`src/rtl/abs_sum_prox_box_bisect_core_macros.svh`:
```
// Assertion macros shared by the proximal-step bisection core.
// Needs nothing else; include it before the module that asserts.
`ifndef ABS_SUM_PROX_BOX_BISECT_CORE_MACROS_SVH
`define ABS_SUM_PROX_BOX_BISECT_CORE_MACROS_SVH

// Same-cycle implication, checked outside reset.
`define ASPBB_ASSERT_IMP(lbl, clk, rst, ante, cons, msg) \
   lbl: assert property (@(posedge clk) disable iff (rst) (ante) |-> (cons)) \
      else $error(msg);

// Next-cycle implication, checked outside reset.
`define ASPBB_ASSERT_NXT(lbl, clk, rst, ante, cons, msg) \
   lbl: assert property (@(posedge clk) disable iff (rst) (ante) |=> (cons)) \
      else $error(msg);

`endif

```
`src/rtl/aspbb_pkg.sv`:
```
// Shared constants, codes and interface structs of the proximal-step core.
// Depends on nothing; the eval, control and top-level RTL files refer to it by scoped names.
package aspbb_pkg;

   localparam int VALUE_WIDTH = 32;
   localparam int GAMMA_W     = VALUE_WIDTH - 1;
   localparam int INDEX_W     = 8;
   localparam int TABLE_DEPTH = 256;
   localparam int IDX_W       = $clog2(TABLE_DEPTH);
   localparam int FRAC_BITS   = 16;
   localparam int PROD_W      = 2 * VALUE_WIDTH;
   localparam int CASE_W      = 3;
   localparam int TAG_W       = 2;
   localparam int CSR_INDEX_W = 3;

   localparam logic signed [PROD_W-1:0] ROUND_HALF = PROD_W'(1) << (FRAC_BITS - 1);
   localparam logic signed [PROD_W-1:0] SAT_MAX =
      {{(PROD_W-VALUE_WIDTH+1){1'b0}}, {(VALUE_WIDTH-1){1'b1}}};
   localparam logic signed [PROD_W-1:0] SAT_MIN =
      {{(PROD_W-VALUE_WIDTH+1){1'b1}}, {(VALUE_WIDTH-1){1'b0}}};

   // Request operation codes.
   localparam logic OP_LOAD  = 1'b0;
   localparam logic OP_QUERY = 1'b1;

   // Configuration register indexes.
   localparam logic [CSR_INDEX_W-1:0] CSR_STEP_GAMMA  = 3'd0;
   localparam logic [CSR_INDEX_W-1:0] CSR_LOWER_BOUND = 3'd1;
   localparam logic [CSR_INDEX_W-1:0] CSR_UPPER_BOUND = 3'd2;
   localparam logic [CSR_INDEX_W-1:0] CSR_LOWER_INDEX = 3'd3;
   localparam logic [CSR_INDEX_W-1:0] CSR_UPPER_INDEX = 3'd4;

   // Result case codes.
   localparam logic [CASE_W-1:0] CASE_SINGLE      = 3'd0;
   localparam logic [CASE_W-1:0] CASE_LOWER_BP    = 3'd1;
   localparam logic [CASE_W-1:0] CASE_LOWER_CLAMP = 3'd2;
   localparam logic [CASE_W-1:0] CASE_UPPER_BP    = 3'd3;
   localparam logic [CASE_W-1:0] CASE_UPPER_CLAMP = 3'd4;
   localparam logic [CASE_W-1:0] CASE_BISECT_HIT  = 3'd5;
   localparam logic [CASE_W-1:0] CASE_BISECT_INT  = 3'd6;

   // Result slots of the evaluation pipeline.
   localparam logic [TAG_W-1:0] SLOT_LOWER_IN  = 2'd0;
   localparam logic [TAG_W-1:0] SLOT_LOWER_OUT = 2'd1;
   localparam logic [TAG_W-1:0] SLOT_UPPER_OUT = 2'd2;
   localparam logic [TAG_W-1:0] SLOT_UPPER_IN  = 2'd3;
   localparam logic [TAG_W-1:0] SLOT_PROBE_LEFT = 2'd0;
   localparam logic [TAG_W-1:0] SLOT_PROBE_MID  = 2'd1;

   typedef struct packed {
      logic             valid;
      logic [TAG_W-1:0] tag;
   } rd_req_type;

   typedef struct packed {
      logic                          valid;
      logic [TAG_W-1:0]              tag;
      logic                          test_neg;
      logic                          test_zero;
      logic signed [VALUE_WIDTH-1:0] shifted;
      logic signed [VALUE_WIDTH-1:0] bp;
   } eval_res_type;

   typedef struct packed {
      logic                          valid;
      logic signed [VALUE_WIDTH-1:0] solution;
      logic [CASE_W-1:0]             case_code;
   } done_type;

endpackage

```
`src/rtl/aspbb_eval.sv`:
```
// Evaluation pipeline: multiplies gamma by a weight sum, then forms the sign test
// and the rounded, saturated shifted value. Depends on aspbb_pkg.
module aspbb_eval (
   input  logic                                     clock,
   input  logic                                     reset,
   input  aspbb_pkg::rd_req_type                    issue,
   input  logic signed [aspbb_pkg::VALUE_WIDTH-1:0] ws_rdata,
   input  logic signed [aspbb_pkg::VALUE_WIDTH-1:0] bp_rdata,
   input  logic signed [aspbb_pkg::VALUE_WIDTH-1:0] query_value,
   input  logic [aspbb_pkg::GAMMA_W-1:0]            gamma,
   output aspbb_pkg::eval_res_type                  res
);

   localparam int VW = aspbb_pkg::VALUE_WIDTH;
   localparam int PW = aspbb_pkg::PROD_W;

   // Stage 0 tracks the RAM read latency.
   logic                        s0_valid_ff, s0_valid_in;
   logic [aspbb_pkg::TAG_W-1:0] s0_tag_ff, s0_tag_in;

   // Stage 1 holds the product and the breakpoint.
   logic                        s1_valid_ff, s1_valid_in;
   logic [aspbb_pkg::TAG_W-1:0] s1_tag_ff, s1_tag_in;
   logic signed [PW-1:0]        prod_ff, prod_in;
   logic signed [VW-1:0]        bp1_ff, bp1_in;
   logic signed [VW-1:0]        gamma_s;

   // Stage 2 holds the finished result.
   aspbb_pkg::eval_res_type     res_ff, res_in;
   logic signed [VW:0]          diff;
   logic signed [PW-1:0]        test_sum;
   logic signed [PW-1:0]        shift_sum;
   logic signed [PW-1:0]        rounded;
   logic signed [VW-1:0]        sat_val;

   assign s0_valid_in = issue.valid;
   assign s0_tag_in   = issue.tag;

   assign gamma_s     = signed'({1'b0, gamma});
   assign prod_in     = gamma_s * ws_rdata;
   assign bp1_in      = bp_rdata;
   assign s1_valid_in = s0_valid_ff;
   assign s1_tag_in   = s0_tag_ff;

   // The sign test is gamma*sigma + (u - v), both in Q32.32.
   assign diff      = {bp1_ff[VW-1], bp1_ff} - {query_value[VW-1], query_value};
   assign test_sum  = prod_ff + (PW'(diff) <<< aspbb_pkg::FRAC_BITS);
   assign shift_sum = (PW'(query_value) <<< aspbb_pkg::FRAC_BITS) - prod_ff;
   assign rounded   = (shift_sum + aspbb_pkg::ROUND_HALF) >>> aspbb_pkg::FRAC_BITS;

   always_comb begin
      if (rounded > aspbb_pkg::SAT_MAX) begin
         sat_val = aspbb_pkg::SAT_MAX[VW-1:0];
      end else if (rounded < aspbb_pkg::SAT_MIN) begin
         sat_val = aspbb_pkg::SAT_MIN[VW-1:0];
      end else begin
         sat_val = rounded[VW-1:0];
      end
   end

   always_comb begin
      res_in.valid     = s1_valid_ff;
      res_in.tag       = s1_tag_ff;
      res_in.test_neg  = test_sum[PW-1];
      res_in.test_zero = (test_sum == '0);
      res_in.shifted   = sat_val;
      res_in.bp        = bp1_ff;
   end

   always_ff @(posedge clock) begin
      if (reset) begin
         s0_valid_ff  <= 1'b0;
         s1_valid_ff  <= 1'b0;
         res_ff.valid <= 1'b0;
      end else begin
         s0_valid_ff  <= s0_valid_in;
         s1_valid_ff  <= s1_valid_in;
         res_ff.valid <= res_in.valid;
      end
      s0_tag_ff        <= s0_tag_in;
      s1_tag_ff        <= s1_tag_in;
      prod_ff          <= prod_in;
      bp1_ff           <= bp1_in;
      res_ff.tag       <= res_in.tag;
      res_ff.test_neg  <= res_in.test_neg;
      res_ff.test_zero <= res_in.test_zero;
      res_ff.shifted   <= res_in.shifted;
      res_ff.bp        <= res_in.bp;
   end

   assign res = res_ff;

endmodule

```
`config.mk`:
```
export PLATFORM = sky130hd
export DESIGN_NAME = aspbb_eval
export DESIGN_NICKNAME = d
export VERILOG_FILES = /design/src/rtl/abs_sum_prox_box_bisect_core_macros.svh /design/src/rtl/aspbb_pkg.sv /design/src/rtl/aspbb_eval.sv
export SDC_FILE = /design/constraint.sdc
export NUM_CORES = 2
export LEC_CHECK = 0
export BUFFER_PORTS_ARGS = -buffer_cell sky130_fd_sc_hd__buf_2
export CAP_MARGIN = 25
export CORE_ASPECT_RATIO = 0.7
export CORE_UTILIZATION = 35
export CTS_BUF_LIST = sky130_fd_sc_hd__clkbuf_16
export CTS_CLUSTER_DIAMETER = 30
export CTS_CLUSTER_SIZE = 8
export DETAILED_ROUTE_END_ITERATION = 10
export PLACE_DENSITY = 0.63
export SETUP_SLACK_MARGIN = 0.2
export SLEW_MARGIN = 10
export SYNTH_ARGS = -nofsm -noshare
export SYNTH_HDL_FRONTEND = slang
export SYNTH_SLANG_ARGS = --single-unit
```
`constraint.sdc`:
```
create_clock -name clock -period 10.6 [get_ports clock]
set_input_delay 3.18 -clock clock [delete_from_list [all_inputs] [get_ports clock]]
set_output_delay 3.18 -clock clock [all_outputs]
set_load 0.02 [all_outputs]
```
== Word-level counts from Yosys, hierarchy flattened ==
Index checks and enable logic that the tools add are counted.

* $add $sub $neg: 4
* Multiply operators: 1
* $lt $le $gt $ge: 2
* Muxes and demuxes: 1
* Reductions and logical operators: 1

{| class="wikitable"
|+ Operators by type and width
! cell !! number
|-
| $add A64 B17 Y64 const B || 1
|-
| $add A64 B49 Y64 || 1
|-
| $logic_not A64 Y1 || 1
|-
| $mul A32 B32 Y64 || 1
|-
| $sub A48 B64 Y64 || 1
|-
| $gt A48 B32 Y1 const B || 1
|-
| $lt A48 B32 Y1 const B || 1
|-
| $sub A32 B32 Y33 || 1
|-
| $mux W32 || 1
|}

* Bits in registers: 171
* Output and inout bits: 69

== Longest topological paths before layout ==
* Depth in word-level cells: 4
* Depth in mapped cells: 30
* Mapped depth without buffers: 29

== Least setup slack after synthesis ==
OpenSTA, ideal clock, no wires.

* Path kind: input to register
* Start: in ws_rdata[5] (netlist name)
* End: reg prod_ff[61]
* Arrival: 10.365 ns
* Required time: 10.528 ns
* Path slack: 0.163 ns
* Stages: 27
* Buffers on the path: 1
* Path through: clkbuf_1 > and2_1 > fa_1 > fa_1 > fa_1 > inv_1 > fa_1 > inv_1 > fa_1 > inv_1 > fa_1 > inv_1 > fa_1 > fa_1 > ha_1 > a21o_1 > a21oi_1 > nor2b_1 > a211oi_1 > a2111oi_0 > o31a_1 > a311oi_1 > o21ai_1 > a211o_1 > and3_1 > a31oi_1 > xnor2_1

* Word-level cells in the longest chain between the ends: 1

{| class="wikitable"
|+ Ends and longest elaborated chain
! what !! RTL line !! RTL
|-
| from (decl) || aspbb_eval.sv:7 || <nowiki>input logic signed [aspbb_pkg::VALUE_WIDTH-1:0] ws_rdata,</nowiki>
|-
| $mul A32 B32 Y64 || aspbb_eval.sv:40 || <nowiki>assign prod_in = gamma_s * ws_rdata;</nowiki>
|-
| net prod_in[61] || aspbb_eval.sv:24 || <nowiki>logic signed [PW-1:0] prod_ff, prod_in;</nowiki>
|-
| to (signal assigned) || aspbb_eval.sv:82 || <nowiki>prod_ff <= prod_in;</nowiki>
|-
| to (decl) || aspbb_eval.sv:24 ||
|}

The timed path passes the listed nets, and every way through them passes these cells.
A chain may end at the register's enable or synchronous reset.

== Worst setup path after layout ==
* Start: in gamma[13] (netlist name)
* End: reg prod_ff[62]

* Word-level cells in the longest chain between the ends: 1

{| class="wikitable"
|+ Ends and longest elaborated chain
! what !! RTL line !! RTL
|-
| from (decl) || aspbb_eval.sv:10 || <nowiki>input logic [aspbb_pkg::GAMMA_W-1:0] gamma,</nowiki>
|-
| $mul A32 B32 Y64 || aspbb_eval.sv:40 ||
|-
| net prod_in[62] || aspbb_eval.sv:24 ||
|}

The timed path passes the listed nets, and every way through them passes these cells.

==> metrics.txt <==
outcome complete, no violations; Cell variety after synth 82; vias in the first global route between 30,000 and 40,000; top cell type's share of synthesized area roughly two fifths; Critical Path RT 10,980 ps; Cell Rows around 110; clk buf depth 2; Clock Tree Root clkbuf_16; Worst Hold Slack 330.8 ps; WL final 127,700 um; r2r endpoint res[64]$_DFF_P_; reg2reg start bp1_ff[1]$_DFF_P_; Crit Path Category in2reg; CTS Buf Count 17; Final nets about 6,600; Die Height 297.6 um; Clock Sinks about 170; max_slew headroom 48.35%; cell accounting for the most synthesized area fa_1; cells after synthesis 4,880; fin crit share 96.99%; critical-path maximum fanout 14; max-cap check violation count 0; Synth Warn # 0; top_reg_cell synth dfxtp_1; I/O pin count 201; routability cong. 0.9841; Die ar. ~130,000 um2; Tmin final 10,280 ps; antenna violations before repair 7; die span in x 424.4 um; drt initial violations 2,224; Fin Clk Skew 14.53 ps; port bufs 200; most numerous cell in the Yosys netlist inv_1; Core Area 123,900 um2; Slew Limit Fails 0; worst endpoint data arrival time ~11,000 ps; CTS tree yes; r2r setup slk 3160 ps; first drt pass iteration count 5; Slew @ Worst Pin 770.1 ps; DRC viols 0; Final Hold Fails 0; Syn Std Cell Area 43,700 um2; asr flop ratio synth 0%; RSZ-0062 raised after global routing true; largest net degree at the start of global routing 32; Max Freq 97.27 MHz; clock latency on the worst-skew pair 460 ps; HPWL Detailed 112,200 um; Starting Density 35.27%; layout cell share with drive strength beyond 1 11.07%; Setup crit end kind flip-flop; Via-to-Cell Ratio 4.930; Routed wire per std cell 18.77 um; EDFF count, synth 0; r2r worst-path depth 27; Worst Setup EP prod_ff[62]$_DFF_P_; Synth top cells by count inv_1, fa_1, and2_1, nand2_1, ha_1; first-pass GRT wire length 202,000 um; sequential area share after synthesis about 7.8%; H-tree depth 4; Area Growth Syn to Fin 12.29%; grt total ovfl 0; number of synthesized register bits about 170; crit start category primary input; Worst-path clk slew 80 ps; syn_area_per_cell 8.956 um2; final setup fails 0; post-synth net total about 6,300; vias 33,540; GRT Total Usage 20.55%; hold crit path type reg2reg; Critical Path Start gamma[13]; Area contributors post-synth fa_1, ha_1, and2_1, inv_1, dfxtp_1; Routed Antenna Nets 0
[stage by stage]
stage | std cells | area, um2 | utilization (%) | TNS (ps) | setup slack, ps
floorplan | 4880 | 43710 | - | 0 | 221.8
global placement | 6763 | 48010 | 38.74 | -4256 | -559.2
detailed placement | 6763 | 48010 | 38.74 | -5025 | -592.5
CTS | 6795 | 48640 | 39.25 | 0 | 189.7
global route | 6799 | 49060 | 39.60 | 0 | 175.6
finish | 6802 | 49070 | 39.60 | 0 | 319.3
[area by class of cell]
type,instances,area [um2]
repair buffers,469,3321
fillers,12370,74840
inverters,978,3671
flip-flops and latches,171,3423
well taps,1650,2064
clock inverters,15,181.4
clock buffers,17,425.4
multi-input cells,3497,35970
diodes,5,12.51
[metal layers]
layer / global-route usage [%] / vias to the layer above / share of wire (%)
met2: 30.19 / 986 / 43
met5: 0 / - / 0
met4: 2.879 / 0 / 1.1
met1: 31.94 / 16940 / 49
met3: 3.344 / 89 / 6.7
li1: - / 15520 / -
[worst max-delay path, stage by stage]
cell and delay, ps:
clkbuf_4 170, buf_8 170, buf_6 150, and2_1 170
fa_1 510, inv_1 60, fa_1 530, inv_1 50
fa_1 490, fa_1 520, fa_1 630, fa_1 450
fa_1 470, fa_2 590, ha_4 220, a21o_1 150
a21o_1 180, a21oi_2 180, o21ai_0 110, a31o_2 250
nand4b_1 300, a31oi_2 290, o21ai_2 100, nand3_2 130
o311ai_4 110, a311oi_2 320, xnor2_1 170
[worst min path at each step]
stage,depth (start not counted),startpoint,end
final,0,s1_tag_ff[1]$_DFF_P_,res[67]$_DFF_P_
after global routing,0,s0_tag_ff[0]$_DFF_P_,s1_tag_ff[0]$_DFF_P_
after CTS,0,s1_tag_ff[1]$_DFF_P_,res[67]$_DFF_P_
after detailed placement,0,s1_tag_ff[1]$_DFF_P_,res[67]$_DFF_P_
after global placement,0,s1_tag_ff[0]$_DFF_P_,res[66]$_DFF_P_
after floorplan,0,s1_tag_ff[0]$_DFF_P_,res[66]$_DFF_P_
[cell usage in the layout, fill, tap and decap left out, types with 10 or more instances in the layout]
cell and n:
o21a_1 23, a21o_1 115, fa_2 13, nand4_1 35, nor2b_1 52, inv_1 977
o211ai_1 10, buf_6 26, a211o_1 14, fa_1 856, nor4_1 15, o21bai_1 18
buf_2 183, and3_1 26, dfxtp_1 171, ha_1 418, o21ai_0 79, nor2_1 107
nand2b_1 37, nand3_1 34, a21oi_1 158, buf_4 233, o21ai_1 30, mux2i_1 13
xor2_1 52, clkbuf_4 11, and2_1 628, a31oi_1 15, nand2_1 450, nor3_1 30
clkbuf_16 17, xnor2_1 99
[cell families (layout without fill, tap and decap cells)]
family,after synthesis,in the layout,synth area share [%]
compound gates,578,578,8.761
xor+xnor,151,151,3.026
fa+ha+maj,1292,1292,51.92
buf+inv,1212,1479,10.44
flops,171,171,7.833
mux,15,15,0.3493
other cells,0,5,0
simple gates,1461,1461,17.67
[sequential cells by signal, summed over array words and instances (netlist names)]
register     cells
res             69
s1_valid_ff      1
s0_tag_ff        2
bp1_ff          32
prod_ff         64
s1_tag_ff        2
s0_valid_ff      1
[repair_timing]
action	in CTS	in global routing
buffers inserted	0	2
hold buffers	0	0
pin swaps	0	45
resized for setup	6	111
endpoints found under the setup margin	8	15
Power is not shown: default switching activity piles up to over one toggle a cycle in this logic, so the estimate is an artifact.
