File: src/rtl/abs_sum_prox_box_bisect_core_macros.svh
// Assertion macros shared by the proximal-step bisection core.
// Needs nothing else; include it before the module that asserts.
`ifndef ABS_SUM_PROX_BOX_BISECT_CORE_MACROS_SVH
`define ABS_SUM_PROX_BOX_BISECT_CORE_MACROS_SVH

// Same-cycle implication, checked outside reset.
`define ASPBB_ASSERT_IMP(lbl, clk, rst, ante, cons, msg) \
   lbl: assert property (@(posedge clk) disable iff (rst) (ante) |-> (cons)) \
      else $error(msg);

// Next-cycle implication, checked outside reset.
`define ASPBB_ASSERT_NXT(lbl, clk, rst, ante, cons, msg) \
   lbl: assert property (@(posedge clk) disable iff (rst) (ante) |=> (cons)) \
      else $error(msg);

`endif

File: src/rtl/aspbb_pkg.sv
// Shared constants, codes and interface structs of the proximal-step core.
// Depends on nothing; the eval, control and top-level RTL files refer to it by scoped names.
package aspbb_pkg;

   localparam int VALUE_WIDTH = 32;
   localparam int GAMMA_W     = VALUE_WIDTH - 1;
   localparam int INDEX_W     = 8;
   localparam int TABLE_DEPTH = 256;
   localparam int IDX_W       = $clog2(TABLE_DEPTH);
   localparam int FRAC_BITS   = 16;
   localparam int PROD_W      = 2 * VALUE_WIDTH;
   localparam int CASE_W      = 3;
   localparam int TAG_W       = 2;
   localparam int CSR_INDEX_W = 3;

   localparam logic signed [PROD_W-1:0] ROUND_HALF = PROD_W'(1) << (FRAC_BITS - 1);
   localparam logic signed [PROD_W-1:0] SAT_MAX =
      {{(PROD_W-VALUE_WIDTH+1){1'b0}}, {(VALUE_WIDTH-1){1'b1}}};
   localparam logic signed [PROD_W-1:0] SAT_MIN =
      {{(PROD_W-VALUE_WIDTH+1){1'b1}}, {(VALUE_WIDTH-1){1'b0}}};

   // Request operation codes.
   localparam logic OP_LOAD  = 1'b0;
   localparam logic OP_QUERY = 1'b1;

   // Configuration register indexes.
   localparam logic [CSR_INDEX_W-1:0] CSR_STEP_GAMMA  = 3'd0;
   localparam logic [CSR_INDEX_W-1:0] CSR_LOWER_BOUND = 3'd1;
   localparam logic [CSR_INDEX_W-1:0] CSR_UPPER_BOUND = 3'd2;
   localparam logic [CSR_INDEX_W-1:0] CSR_LOWER_INDEX = 3'd3;
   localparam logic [CSR_INDEX_W-1:0] CSR_UPPER_INDEX = 3'd4;

   // Result case codes.
   localparam logic [CASE_W-1:0] CASE_SINGLE      = 3'd0;
   localparam logic [CASE_W-1:0] CASE_LOWER_BP    = 3'd1;
   localparam logic [CASE_W-1:0] CASE_LOWER_CLAMP = 3'd2;
   localparam logic [CASE_W-1:0] CASE_UPPER_BP    = 3'd3;
   localparam logic [CASE_W-1:0] CASE_UPPER_CLAMP = 3'd4;
   localparam logic [CASE_W-1:0] CASE_BISECT_HIT  = 3'd5;
   localparam logic [CASE_W-1:0] CASE_BISECT_INT  = 3'd6;

   // Result slots of the evaluation pipeline.
   localparam logic [TAG_W-1:0] SLOT_LOWER_IN  = 2'd0;
   localparam logic [TAG_W-1:0] SLOT_LOWER_OUT = 2'd1;
   localparam logic [TAG_W-1:0] SLOT_UPPER_OUT = 2'd2;
   localparam logic [TAG_W-1:0] SLOT_UPPER_IN  = 2'd3;
   localparam logic [TAG_W-1:0] SLOT_PROBE_LEFT = 2'd0;
   localparam logic [TAG_W-1:0] SLOT_PROBE_MID  = 2'd1;

   typedef struct packed {
      logic             valid;
      logic [TAG_W-1:0] tag;
   } rd_req_type;

   typedef struct packed {
      logic                          valid;
      logic [TAG_W-1:0]              tag;
      logic                          test_neg;
      logic                          test_zero;
      logic signed [VALUE_WIDTH-1:0] shifted;
      logic signed [VALUE_WIDTH-1:0] bp;
   } eval_res_type;

   typedef struct packed {
      logic                          valid;
      logic signed [VALUE_WIDTH-1:0] solution;
      logic [CASE_W-1:0]             case_code;
   } done_type;

endpackage

File: src/rtl/aspbb_ctrl.sv
// Query sequencer: issues table reads for the edge tests and bisection probes,
// collects the evaluated results and decides the answer. Depends on aspbb_pkg.
`include "abs_sum_prox_box_bisect_core_macros.svh"

module aspbb_ctrl (
   input  logic                                     clock,
   input  logic                                     reset,
   input  logic                                     query_start,
   input  logic signed [aspbb_pkg::VALUE_WIDTH-1:0] query_value,
   input  logic [aspbb_pkg::IDX_W-1:0]              lower_index,
   input  logic [aspbb_pkg::IDX_W-1:0]              upper_index,
   input  logic signed [aspbb_pkg::VALUE_WIDTH-1:0] lower_bound,
   input  logic signed [aspbb_pkg::VALUE_WIDTH-1:0] upper_bound,
   input  aspbb_pkg::eval_res_type                  res,
   input  logic                                     out_free,
   output logic                                     busy,
   output aspbb_pkg::rd_req_type                    issue,
   output logic [aspbb_pkg::IDX_W-1:0]              ws_addr,
   output logic [aspbb_pkg::IDX_W-1:0]              bp_addr,
   output logic signed [aspbb_pkg::VALUE_WIDTH-1:0] query_hold,
   output aspbb_pkg::done_type                      done
);

   localparam int VW = aspbb_pkg::VALUE_WIDTH;
   localparam int IW = aspbb_pkg::IDX_W;
   localparam int NS = 4;

   typedef enum logic [2:0] {
      ST_IDLE,
      ST_EDGE,
      ST_WAIT,
      ST_EDGE_DEC,
      ST_PROBE,
      ST_PROBE_B,
      ST_PROBE_DEC,
      ST_DONE
   } state_type;

   state_type                   state_ff, state_in;
   logic [aspbb_pkg::TAG_W-1:0] cnt_ff, cnt_in;
   logic [aspbb_pkg::TAG_W-1:0] last_tag_ff, last_tag_in;
   logic                        probe_ff, probe_in;
   logic [IW-1:0]               il_ff, il_in;
   logic [IW-1:0]               ir_ff, ir_in;
   logic [IW-1:0]               im_ff, im_in;
   logic signed [VW-1:0]        v_ff, v_in;
   logic signed [VW-1:0]        shv_il_ff, shv_il_in;
   logic signed [VW-1:0]        sol_ff, sol_in;
   logic [aspbb_pkg::CASE_W-1:0] code_ff, code_in;

   logic                        neg_ff [NS];
   logic                        neg_in [NS];
   logic                        zero_ff [NS];
   logic                        zero_in [NS];
   logic signed [VW-1:0]        shv_ff [NS];
   logic signed [VW-1:0]        shv_in [NS];
   logic signed [VW-1:0]        bpv_ff [NS];
   logic signed [VW-1:0]        bpv_in [NS];

   logic [IW:0]                 idx_sum;
   logic [IW-1:0]               im_calc;
   logic                        single;
   logic                        probe_go;
   logic signed [VW-1:0]        clamp_hi;
   logic signed [VW-1:0]        clamp_both;
   logic signed [VW-1:0]        clamp_lo_out;
   logic signed [VW-1:0]        clamp_hi_out;

   assign idx_sum  = {1'b0, il_ff} + {1'b0, ir_ff};
   assign im_calc  = idx_sum[IW:1];
   assign single   = ({1'b0, il_ff} == ({1'b0, ir_ff} + (IW+1)'(1)));
   assign probe_go = ({1'b0, ir_ff} > ({1'b0, il_ff} + (IW+1)'(1)));

   // Upper clamp goes first so that crossed bounds leave the lower bound.
   assign clamp_hi   = (shv_ff[aspbb_pkg::SLOT_UPPER_IN] > upper_bound) ?
                       upper_bound : shv_ff[aspbb_pkg::SLOT_UPPER_IN];
   assign clamp_both = (clamp_hi < lower_bound) ? lower_bound : clamp_hi;
   assign clamp_lo_out = (shv_ff[aspbb_pkg::SLOT_LOWER_OUT] < lower_bound) ?
                         lower_bound : shv_ff[aspbb_pkg::SLOT_LOWER_OUT];
   assign clamp_hi_out = clamp_hi;

   always_comb begin
      state_in    = state_ff;
      cnt_in      = cnt_ff;
      last_tag_in = last_tag_ff;
      probe_in    = probe_ff;
      il_in       = il_ff;
      ir_in       = ir_ff;
      im_in       = im_ff;
      v_in        = v_ff;
      shv_il_in   = shv_il_ff;
      sol_in      = sol_ff;
      code_in     = code_ff;
      for (int i = 0; i < NS; i++) begin
         neg_in[i]  = neg_ff[i];
         zero_in[i] = zero_ff[i];
         shv_in[i]  = shv_ff[i];
         bpv_in[i]  = bpv_ff[i];
      end
      issue.valid = 1'b0;
      issue.tag   = cnt_ff;
      ws_addr     = il_ff;
      bp_addr     = il_ff;

      // Evaluated tests land in the slot named by their tag.
      if (res.valid) begin
         neg_in[res.tag]  = res.test_neg;
         zero_in[res.tag] = res.test_zero;
         shv_in[res.tag]  = res.shifted;
         bpv_in[res.tag]  = res.bp;
      end

      unique case (state_ff)
         ST_IDLE: begin
            if (query_start) begin
               v_in     = query_value;
               il_in    = lower_index;
               ir_in    = upper_index;
               cnt_in   = aspbb_pkg::SLOT_LOWER_IN;
               probe_in = 1'b0;
               state_in = ST_EDGE;
            end
         end
         ST_EDGE: begin
            issue.valid = 1'b1;
            unique case (cnt_ff)
               aspbb_pkg::SLOT_LOWER_IN: begin
                  ws_addr = il_ff;
                  bp_addr = il_ff;
               end
               aspbb_pkg::SLOT_LOWER_OUT: begin
                  ws_addr = il_ff - IW'(1);
                  bp_addr = il_ff;
               end
               aspbb_pkg::SLOT_UPPER_OUT: begin
                  ws_addr = ir_ff - IW'(1);
                  bp_addr = ir_ff;
               end
               aspbb_pkg::SLOT_UPPER_IN: begin
                  ws_addr = ir_ff;
                  bp_addr = ir_ff;
               end
               default: begin
                  ws_addr = il_ff;
                  bp_addr = il_ff;
               end
            endcase
            cnt_in = cnt_ff + aspbb_pkg::TAG_W'(1);
            if (cnt_ff == aspbb_pkg::SLOT_UPPER_IN) begin
               last_tag_in = aspbb_pkg::SLOT_UPPER_IN;
               state_in    = ST_WAIT;
            end
         end
         ST_WAIT: begin
            if (res.valid && (res.tag == last_tag_ff)) begin
               state_in = probe_ff ? ST_PROBE_DEC : ST_EDGE_DEC;
            end
         end
         ST_EDGE_DEC: begin
            state_in = ST_DONE;
            if (single) begin
               sol_in  = clamp_both;
               code_in = aspbb_pkg::CASE_SINGLE;
            end else if (!neg_ff[aspbb_pkg::SLOT_LOWER_IN]) begin
               if (neg_ff[aspbb_pkg::SLOT_LOWER_OUT] || zero_ff[aspbb_pkg::SLOT_LOWER_OUT]) begin
                  sol_in  = bpv_ff[aspbb_pkg::SLOT_LOWER_IN];
                  code_in = aspbb_pkg::CASE_LOWER_BP;
               end else begin
                  sol_in  = clamp_lo_out;
                  code_in = aspbb_pkg::CASE_LOWER_CLAMP;
               end
            end else if (neg_ff[aspbb_pkg::SLOT_UPPER_OUT] ||
                         zero_ff[aspbb_pkg::SLOT_UPPER_OUT]) begin
               if (!neg_ff[aspbb_pkg::SLOT_UPPER_IN]) begin
                  sol_in  = bpv_ff[aspbb_pkg::SLOT_UPPER_IN];
                  code_in = aspbb_pkg::CASE_UPPER_BP;
               end else begin
                  sol_in  = clamp_hi_out;
                  code_in = aspbb_pkg::CASE_UPPER_CLAMP;
               end
            end else begin
               // The lower-index test already carries v - gamma*sigma[il].
               shv_il_in = shv_ff[aspbb_pkg::SLOT_LOWER_IN];
               state_in  = ST_PROBE;
            end
         end
         ST_PROBE: begin
            if (probe_go) begin
               issue.valid = 1'b1;
               issue.tag   = aspbb_pkg::SLOT_PROBE_LEFT;
               ws_addr     = im_calc - IW'(1);
               bp_addr     = im_calc;
               im_in       = im_calc;
               state_in    = ST_PROBE_B;
            end else begin
               sol_in   = shv_il_ff;
               code_in  = aspbb_pkg::CASE_BISECT_INT;
               state_in = ST_DONE;
            end
         end
         ST_PROBE_B: begin
            issue.valid = 1'b1;
            issue.tag   = aspbb_pkg::SLOT_PROBE_MID;
            ws_addr     = im_ff;
            bp_addr     = im_ff;
            probe_in    = 1'b1;
            last_tag_in = aspbb_pkg::SLOT_PROBE_MID;
            state_in    = ST_WAIT;
         end
         ST_PROBE_DEC: begin
            state_in = ST_PROBE;
            if (!neg_ff[aspbb_pkg::SLOT_PROBE_LEFT] && !zero_ff[aspbb_pkg::SLOT_PROBE_LEFT]) begin
               ir_in = im_ff;
            end else if (neg_ff[aspbb_pkg::SLOT_PROBE_MID]) begin
               il_in     = im_ff;
               shv_il_in = shv_ff[aspbb_pkg::SLOT_PROBE_MID];
            end else begin
               sol_in   = bpv_ff[aspbb_pkg::SLOT_PROBE_LEFT];
               code_in  = aspbb_pkg::CASE_BISECT_HIT;
               state_in = ST_DONE;
            end
         end
         ST_DONE: begin
            if (out_free) begin
               state_in = ST_IDLE;
            end
         end
         default: begin
            state_in = ST_IDLE;
         end
      endcase
   end

   always_ff @(posedge clock) begin
      if (reset) begin
         state_ff <= ST_IDLE;
         probe_ff <= 1'b0;
      end else begin
         state_ff <= state_in;
         probe_ff <= probe_in;
      end
      cnt_ff      <= cnt_in;
      last_tag_ff <= last_tag_in;
      il_ff       <= il_in;
      ir_ff       <= ir_in;
      im_ff       <= im_in;
      v_ff        <= v_in;
      shv_il_ff   <= shv_il_in;
      sol_ff      <= sol_in;
      code_ff     <= code_in;
      for (int i = 0; i < NS; i++) begin
         neg_ff[i]  <= neg_in[i];
         zero_ff[i] <= zero_in[i];
         shv_ff[i]  <= shv_in[i];
         bpv_ff[i]  <= bpv_in[i];
      end
   end

   assign busy           = (state_ff != ST_IDLE);
   assign query_hold     = v_ff;
   assign done.valid     = (state_ff == ST_DONE);
   assign done.solution  = sol_ff;
   assign done.case_code = code_ff;

   `ASPBB_ASSERT_IMP(a_res_while_busy, clock, reset, res.valid, state_ff != ST_IDLE,
      "evaluation result arrived with no query in progress")
   `ASPBB_ASSERT_IMP(a_probe_inside, clock, reset, state_ff == ST_PROBE_B,
      (im_ff > il_ff) && (im_ff < ir_ff), "bisection probe outside the open interval")
   `ASPBB_ASSERT_NXT(a_done_holds, clock, reset, (state_ff == ST_DONE) && !out_free,
      (state_ff == ST_DONE) && $stable(sol_ff) && $stable(code_ff),
      "finished answer changed before hand-off")

endmodule

File: config.mk
export PLATFORM = sky130hd
export DESIGN_NAME = aspbb_ctrl
export DESIGN_NICKNAME = d
export VERILOG_FILES = /design/src/rtl/aspbb_pkg.sv /design/src/rtl/aspbb_ctrl.sv
export VERILOG_INCLUDE_DIRS = /design/src /design/src/rtl
export SDC_FILE = /design/constraint.sdc
export NUM_CORES = 1
export LEC_CHECK = 0
export BUFFER_PORTS_ARGS = -buffer_cell sky130_fd_sc_hd__buf_2
export CAP_MARGIN = 20
export CORE_MARGIN = 3
export CORE_UTILIZATION = 51
export DETAILED_ROUTE_END_ITERATION = 8
export PLACE_DENSITY = 0.75
export SETUP_SLACK_MARGIN = 0.4
export SLEW_MARGIN = 20
export SYNTH_ARGS = -nofsm -noshare
export SYNTH_HDL_FRONTEND = slang
export SYNTH_SLANG_ARGS = --single-unit
File: constraint.sdc
create_clock -name clock -period 5.4 [get_ports clock]
set_clock_uncertainty 0.15 [all_clocks]
set_input_delay 0.27 -clock clock [delete_from_list [all_inputs] [get_ports clock]]
set_output_delay 0.27 -clock clock [all_outputs]
set_load 0.05 [all_outputs]
Word-level counts from Yosys, hierarchy flattened:

Memories as Yosys holds them, arrays and structs flattened.
Cells that the tools add are included.

* input port bits: 185
* bits in writable memories: 264
* memories: 4
* register bits: 131

Memories
* bpv_ff: words 4, width 32, rd ports 4, clocked after memory_dff 0, wr ports 4, RTL line aspbb_ctrl.sv:57 `logic signed [VW-1:0] bpv_ff [NS];`
* shv_ff: words 4, width 32, rd ports 4, clocked after memory_dff 0, wr ports 4, RTL line aspbb_ctrl.sv:55 `logic signed [VW-1:0] shv_ff [NS];`
* neg_ff: words 4, width 1, rd ports 4, clocked after memory_dff 0, wr ports 4, RTL line aspbb_ctrl.sv:51 `logic neg_ff [NS];`
* zero_ff: words 4, width 1, rd ports 4, clocked after memory_dff 0, wr ports 4, RTL line aspbb_ctrl.sv:53 `logic zero_ff [NS];`

* $lt $le $gt $ge: 6
* multiplexer cells: 73
* eq/ne operators: 25
* bitwise operators: 1
* add/subtract/negate cells: 7
* reduce and logical (&&, ||, !) cells: 29

Operators by type and width (count)
* 32-bit 2-to-1 mux: 17
* 128-bit bitwise mux: 2
* 128-bit 2-to-1 mux: 2
* 32-bit one-hot mux with 3 select lines: 1
* 32-bit demux with 2-bit select: 1
* 32-bit less-than comparator: 2
* 32-bit one-hot mux with 2 select lines: 1
* 8-bit 2-to-1 mux: 7
* 8-bit one-hot mux with 2 select lines: 3
* 8-bit one-hot mux with 3 select lines: 2
* 3-bit 2-to-1 mux: 13
* 32-bit greater-than comparator: 1
* 8-bit one-hot mux with 4 select lines: 1
* 2-bit inequality test, second input constant: 12
* 3-bit one-hot mux with 8 select lines: 1
* 8-bit by 1-bit subtractor with 8-bit output, second input constant: 3
* 8-bit by 1-bit adder with 9-bit output, second input constant: 2
* 2-bit 2-to-1 mux: 9
* 3-bit == test, second input constant: 4
* 2-bit one-hot mux with 2 select lines: 3
* 2-bit AND reduction: 5
* 2-bit nonzero test: 5
* 8-bit by 8-bit adder with 9-bit output: 1
* 8-bit by 9-bit == test with 1-bit output: 1
* other kinds (28): 42

Longest topological paths before layout:

Gate-level depths: netlist of run 1.
An unclocked memory read counts as a cell.

* word-level depth: 8
* depth in mapped cells: 24

Least setup slack after synthesis of run 1:

No wires, ideal clock.

* path kind: input to register
* start: in res[66] (netlist name)
* end: mem bpv_ff[0][0] (netlist name) (enable)
* required time: 4664 ps
* stages: 1
* path slack: -452 ps
* buffers on the path: 0
* data arrival time: 5116 ps
* setup time: 586 ps
* cells stage by stage: nor3b_1

RTL lines
* start, declared: RTL line aspbb_ctrl.sv:14 `input aspbb_pkg::eval_res_type res,`
* end, declared: RTL line aspbb_ctrl.sv:57

==> results of run 1 <==
## worst max-delay path: cells and delay by family (launching register included)
family / cells / cell delay, ns
adders and majority gates: 2 / 0.58
DFF: 1 / 0.41
and+or+nand+nor: 6 / 0.85
buffers and inverters: 10 / 1.44
AOI/OAI and AO/OA: 10 / 1.96
## routing by layer
layer | up-vias | global-route usage (%)
met1 | 6581 | 38.9
li1 | 6185 | -
met5 | - | 0
met4 | 2 | 10.8
met2 | 795 | 48.5
met3 | 147 | 4.72
## layout by cell type, fill, tap and decap left out, types with 7 or more instances in the layout
master         netlist  final
a21o_1              14     14
a21oi_1             83     68
a21oi_2              0     13
a221oi_1            32     31
a22o_1              29     29
a22oi_1              8      8
buf_2                6    272
buf_4                3     86
buf_6                3     13
clkbuf_1            49     10
clkbuf_16            0     37
dlygate4sd3_1        0    119
edfxtp_1           293    293
ha_1               117    107
ha_4                 0      9
inv_1              121    116
mux2i_1             14     13
nand2_1            181    180
nand2b_1            14     14
nand3_1             22     20
nand4_1             17     17
nor2_1             100     91
nor2_2               0      7
nor3_1              19     18
o211ai_1            11     11
o21ai_0             50     47
o221ai_1            29     17
o221ai_2            11     21
o22ai_1              9      8
xnor2_1             23     23
xor2_1               8      8
## power by group
group	total (uW)	internal, uW	leakage (uW)	switching (uW)
Combinational	2710	967	0.00556	1740
Clock	2360	1450	0.000549	908
Sequential	2900	2760	0.00273	142
## per-stage QoR
stage          worst slack (ns)  TNS, ns  cell area, sq um  hold slack [ns]  total power, uW
2_1_floorplan             0.195        0             16000            0.192             4650
3_3_place_gp             -0.154    -4.55             18200            0.296             5360
3_5_place_dp             -0.300    -8.87             18200            0.298             5400
4_1_cts                  -0.169    -4.52             20800          0.00144             7850
5_1_grt                  -0.470   -14.10             21200         -0.00155             8310
6_report                 -0.308    -8.72             21200         -0.00948             7960
## logic make-up (layout without fill, tap and decap cells)
logic type / Yosys count / after routing
and+or+nand+nor: 397 / 397
AOI/OAI and AO/OA: 345 / 346
DFF: 297 / 297
buffers and inverters: 190 / 682
adders and majority gates: 118 / 118
xor gates and xnor gates: 31 / 31
muxes: 17 / 17
other: 0 / 2
## area by class of cell
cell class / instances / area (sq um) / area share (%)
Multi-Input combinational cell: 909 / 6710 / 31.6
Clock buffer: 46 / 927 / 4.36
Clock inverter: 13 / 204 / 0.960
Tap cell: 390 / 488 / 2.30
Antenna cell: 2 / 5.00 / 0.0236
Sequential cell: 297 / 8880 / 41.8
Timing Repair Buffer: 502 / 3590 / 16.9
Inverter: 121 / 454 / 2.14
## worst min path at each step
stage / start / end / cells past startpoint
2_1_floorplan: reset / state_ff[0] / 1
3_3_place_gp: query_value[14] / query_hold[14] / 1
3_5_place_dp: query_value[16] / query_hold[16] / 1
4_1_cts: lower_bound[26] / sol_ff[26] / 3
5_1_grt: lower_bound[5] / sol_ff[5] / 3
6_report: lower_bound[5] / sol_ff[5] / 3
## registers in the layout (all words and copies together) (netlist names)
| register | count |
|---|---|
| shv_ff | 96 |
| bpv_ff | 64 |
| query_hold | 32 |
| shv_il_ff | 32 |
| sol_ff | 32 |
| il_ff | 8 |
| im_ff | 8 |
| ir_ff | 8 |
| neg_ff | 4 |
| code_ff | 3 |
| state_ff | 3 |
| zero_ff | 3 |
| cnt_ff | 2 |
| last_tag_ff | 1 |
| probe_ff | 1 |
## timing repair
| action | CTS | global route |
|---|---|---|
| pin swaps | 6 | 12 |
| cloned | 2 | 3 |
| gates resized for setup | 30 | 48 |
| hold buffers | 119 | 0 |
| endpoints found under the hold margin | 223 | 0 |
| setup endpoints to repair | 32 | 33 |
| setup buffers | 15 | 10 |
==> flow_metrics.py, run 1 <==
metrics = {
    "status": {
        "status": "finished with violations",
        "violations": "negative hold slack, negative setup slack",
    },
    "critical_path": {
        "r2r_cells": 28,
        "regToRegEndpoint": "sol_ff[11]",
        "cpPeakStageDelay_ns": 0.41,
        "cp_max_fo": 23,
        "worst_ep_required_time_ns": 5.49,
        "arrival_ns": 5.79,
        "cp-startpoint": "shv_ff[3][12]",
        "start_kind": "flip-flop",
        "crit_path_end": "sol_ff[11]",
        "crit_type": "flip-flop to flip-flop",
        "cpMaxStageDelayCell": "edfxtp_1",
        "r2r-start": "shv_ff[3][12]",
        "end_kind": "flip-flop",
        "regToRegSetupSlack_ns": -0.31,
    },
    "logic_synthesis": {
        "yosysWarnings": 0,
        "synth_common_cells": "edfxtp_1, nand2_1, inv_1",
        "synth_flop_cell": "edfxtp_1",
        "synthAdderAreaFrac_pct": 9.35,
        "synth_seq_cells": 297,
        "synth_compound_area_share_pct": 15.9,
        "ys_types": 78,
        "avgSynthCellArea_sq_um": 11.4,
        "synth_area_sq_um": 15900,
        "synth_top_family_by_area": "compound AO/OA/AOI/OAI gates",
        "synthXorXnorAreaFrac_pct": 1.71,
        "syn_inst": 1395,
        "synthSimpleGateAreaFrac_pct": 11.2,
        "yosys.area.top_type": "edfxtp_1",
        "synth.area.top_cells": "edfxtp_1, ha_1, nand2_1",
        "yosysMostFrequentCell": "edfxtp_1",
        "synth_fp_nets": 1698,
        "muxShareOfSynthArea_pct": 1.10,
        "synth_edf_count": 293,
        "synth-seq-area-share_pct": 56.0,
        "yosys.area.top_type_share_pct": 55.5,
        "async_flop_share_pct": 0,
    },
    "floorplan": {
        "fp.dieH_microns": 182,
        "boundaryPins": 273,
        "die-width_microns": 182,
        "row_count": 63,
        "coreArea_sq_um": 30100,
        "dieArea_sq_um": 33300,
        "start_util_pct": 52.7,
    },
    "clock_network": {
        "cts_buffers": 34,
        "clk_pin_slew_ns": 0.06,
        "clock_sinks": 297,
        "htree_levels": 2,
        "cts_tree": "done",
        "insertion_delay_ns": 0.52,
        "clockBufferDepth": 3,
        "root_buffer": "clkbuf_16",
    },
    "detailed_routing": {
        "wl_met1_microns": 19900,
        "ant_nets": 0,
        "dr_total_vias": 13700,
        "wl_met3_microns": 4940,
        "post_drt_wl_per_cell_microns": 22.6,
        "drt_iter0_drc": 1590,
        "detail_route.drc_violations": 0,
        "highest_layer": "met5",
        "viasPerCell": 6.01,
        "drt-pass1-iter-count": 6,
        "wl_met2_microns": 24700,
        "drt_wl_total_microns": 51400,
    },
    "global_routing": {
        "grt_pass1_vias": 13700,
        "grt_max_degree": 67,
        "overflow": 0,
        "grtUsageTotal_pct": 29.2,
        "antenna_found_initial": 2,
        "grt_first_pass_wirelength_microns": 75900,
    },
    "sta": {
        "whs_ns": -0.00948,
        "fmax_mhz": 175,
        "fin_ws_ns": -0.308,
        "slew_headroom_pct": 26.2,
        "tightest_slew_ns": 1.11,
        "min_period_over_period_pct": 106,
        "finalSetupViolCount": 32,
        "final_max_slew_viol_count": 0,
        "hold_viol_final": 1,
        "post-route-min-period_ns": 5.71,
        "rsz0062_at_grt": "yes",
    },
    "placement": {
        "dp_cells": 2070,
        "place_hpwl_microns": 32800,
        "gp_congestion": 0.932,
        "port_buffers": 272,
    },
    "job": {
        "max_cap_viol_count": 0,
    },
    "cells_and_area": {
        "layoutNonFillerInstCount": 2280,
        "drive_gt1_share_pct": 28.0,
        "num-nets-final": 2168,
        "synthToLayoutAreaGrowth_pct": 33.9,
        "finish.utilization_pct": 70.6,
        "fillers": 2062,
    },
    "min_path": {
        "hold_class": "primary input to flip-flop",
    },
    "power_and_ir_drop": {
        "power_leakage_uw": 0.00884,
        "max-vdd-ir-drop_uv": 271,
        "cellPowerDensity_nw_per_um2": 375,
    },
}
(Power assumes the default switching activity.)
==> run 2: changes to the inputs <==
--- a/config.mk
+++ b/config.mk
@@ -9,9 +9,10 @@
 export BUFFER_PORTS_ARGS = -buffer_cell sky130_fd_sc_hd__buf_2
 export CAP_MARGIN = 20
 export CORE_MARGIN = 3
-export CORE_UTILIZATION = 51
+export CORE_UTILIZATION = 57
 export DETAILED_ROUTE_END_ITERATION = 8
-export PLACE_DENSITY = 0.75
+export MAX_ROUTING_LAYER = met4
+export PLACE_DENSITY = 0.81
 export SETUP_SLACK_MARGIN = 0.4
 export SLEW_MARGIN = 20
 export SYNTH_ARGS = -nofsm -noshare
==> constraint.sdc (replaced) <==
create_clock -name clock -period 5.75 [get_ports clock]
set_clock_uncertainty 0.15 [all_clocks]
set_input_delay 0.2875 -clock clock [delete_from_list [all_inputs] [get_ports clock]]
set_output_delay 0.2875 -clock clock [all_outputs]
set_load 0.05 [all_outputs]
==> run 2 against run 1 <==
Effect of this change:
- the run still ends with negative hold slack, negative setup slack left
- largest power group unchanged
- routed wire length up 0.62%
- non-clock buffer count decreased by 38
- via count increased by 2.1%
- largest cell class unchanged
- critical endpoint is now sol_ff[17]
- critical path depth is 2 lower
- count of clock-buffer cells in the layout fell by 6
- flip-flop and latch count is the same
==> flow_metrics.py, run 2 (synthesis gave the netlist of run 1 again) <==
metrics = {
    "clock_network": {
        "clockBufferDepth": 3,
        "root_buffer": "clkbuf_16",
        "insertion_delay_ns": 0.53,
        "cts_buffers": 34,
        "htree_levels": 2,
        "clk_pin_slew_ns": 0.06,
        "cts_tree": "done",
        "clock_sinks": 297,
    },
    "power_and_ir_drop": {
        "pwr-share-clk_pct": 31.1,
        "cellPowerDensity_nw_per_um2": 361,
        "power_uw": 7620,
        "p_seq_share_pct": 35.8,
        "p_comb_share_pct": 33.1,
        "p_switching_uw": 2670,
        "power_leakage_uw": 0.00871,
        "p_sw_share_pct": 35.0,
        "internal-power_uw": 4950,
        "max-vdd-ir-drop_uv": 268,
    },
    "sta": {
        "final_max_slew_viol_count": 0,
        "hold_viol_final": 2,
        "tightest_slew_ns": 1.03,
        "rsz0062_at_grt": "yes",
        "finalSetupViolCount": 32,
        "slew_headroom_pct": 31.1,
        "fin_ws_ns": -0.197,
        "post-route-min-period_ns": 5.95,
        "min_period_over_period_pct": 103,
        "fmax_mhz": 168,
        "whs_ns": -0.00774,
    },
    "floorplan": {
        "coreArea_sq_um": 27200,
        "row_count": 60,
        "start_util_pct": 58.4,
        "dieArea_sq_um": 29900,
        "boundaryPins": 273,
        "die-width_microns": 173,
        "fp.dieH_microns": 173,
    },
    "cells_and_area": {
        "top_register": "shv_ff",
        "final_area_sq_um": 21100,
        "largestRegisters": "shv_ff (96), bpv_ff (64)",
        "synthToLayoutAreaGrowth_pct": 32.9,
        "mostFrequentLayoutCells": "edfxtp_1, buf_2, nand2_1",
        "final_common_cell": "edfxtp_1",
        "largest_reg_flops": 96,
        "num-nets-final": 2129,
        "drive_gt1_share_pct": 26.9,
    },
    "critical_path": {
        "start_kind": "flip-flop",
        "cpMaxStageDelayCell": "edfxtp_1",
        "cpPeakStageDelay_ns": 0.42,
        "worst_ep_required_time_ns": 5.84,
        "crit_top_cell": "nor2_1",
        "crit_type": "flip-flop to flip-flop",
        "cp_max_fo": 30,
        "path_delay_family": "compound AO/OA/AOI/OAI gates",
        "worst-path-buf-inv": 8,
        "arrival_ns": 6.03,
        "end_kind": "flip-flop",
    },
    "status": {
        "status": "finished with violations",
        "violations": "negative hold slack, negative setup slack",
    },
    "detailed_routing": {
        "drt-pass1-iter-count": 9,
        "detail_route.drc_violations": 0,
        "ant_nets": 0,
        "viasPerCell": 6.29,
        "drt_iter0_drc": 1962,
        "post_drt_wl_per_cell_microns": 23.2,
        "drt_wl_total_microns": 51800,
        "dr_total_vias": 14000,
    },
    "global_routing": {
        "grt_first_pass_wirelength_microns": 76700,
        "grtUsageTotal_pct": 33.4,
        "grt_max_degree": 67,
        "grt_pass1_vias": 13700,
        "busiest_layer": "met2",
        "antenna_found_initial": 3,
        "overflow": 0,
        "grt_use_met2_pct": 54.1,
        "met1_usage_pct": 43.3,
        "use_met3_pct": 4.41,
    },
    "placement": {
        "pre_cts_ws_ns": -0.160,
        "gp_congestion": 0.966,
        "place_area_sq_um": 17900,
        "place_hpwl_microns": 31400,
        "port_buffers": 272,
    },
    "min_path": {
        "hold_class": "primary input to flip-flop",
    },
    "job": {
        "max_cap_viol_count": 0,
    },
}
-- run 2: worst reg2reg max path: stages, from the launching register on --
cell and delay [ns]:
edfxtp_1 0.42, ha_1 0.32, nand4_1 0.22, nor2_1 0.08, a221o_1 0.33, o31a_1 0.36
o21a_1 0.22, o21ai_4 0.27, buf_12 0.20, buf_12 0.20, nor2_1 0.09, a21oi_1 0.21
inv_1 0.08, ha_1 0.20, nor4_1 0.38, o21ai_0 0.20, a31oi_2 0.26, buf_4 0.17
nor2_1 0.05, nor4_2 0.21, buf_4 0.16, buf_6 0.10, a211oi_4 0.08, a31oi_4 0.24
buf_6 0.17, clkbuf_16 0.17, o221ai_2 0.09
-- run 2: worst paths after layout --
check / start / end / slack [ns] / depth (start not counted)
hold reg to reg: shv_ff[0][0] / shv_il_ff[0] / 0.34 / 2
setup / recovery: shv_ff[3][12] / sol_ff[17] / -0.20 / 26
hold / removal: lower_bound[8] / sol_ff[8] / -0.008 / 3
setup reg to reg: shv_ff[3][12] / sol_ff[17] / -0.20 / 26
-- run 2: stage by stage --
step                      cells  TNS (ns)  utilization [%]
after global routing       2227     -9.28             77.6
after global placement     2020    -0.238             66.0
after CTS                  2210         0             76.0
after floorplan            1395         0                -
after detailed placement   2020     -2.70             66.0
final                      2227     -5.05             77.6
-- run 2: cell type report --
class	count	area, sq um
diodes	3	7.51
clock buffers	40	895
clock inverters	22	334
fillers	1633	6090
inverters	121	454
multi-input cells	908	6780
flip-flops and latches	297	8880
well taps	372	465
repair buffers	464	3280
-- run 2: power groups by stage --
stage | registers, uW | logic [uW] | clock network (uW)
after floorplan | 2880 | 1490 | 0
after global routing | 2740 | 2690 | 2470
after detailed placement | 2760 | 2250 | 0
final | 2720 | 2520 | 2370
after CTS | 2710 | 2380 | 2370
after global placement | 2750 | 2220 | 0
-- run 2: what timing repair did --
action	4_1_cts	5_1_grt
setup buffers	11	11
gates cloned	2	3
gates resized for setup	40	45
pin swaps	35	24
hold buffers	115	0
hold endpoints to repair	219	0
setup endpoints to repair	32	32
-- run 2: metal layers --
| metal | share of wire (%) | wire, microns |
|---|---|---|
| met3 | 10 | 5360 |
| met1 | 37 | 19400 |
| met5 | 0 | 0 |
| met4 | 3.9 | 2000 |
| met2 | 48 | 25000 |
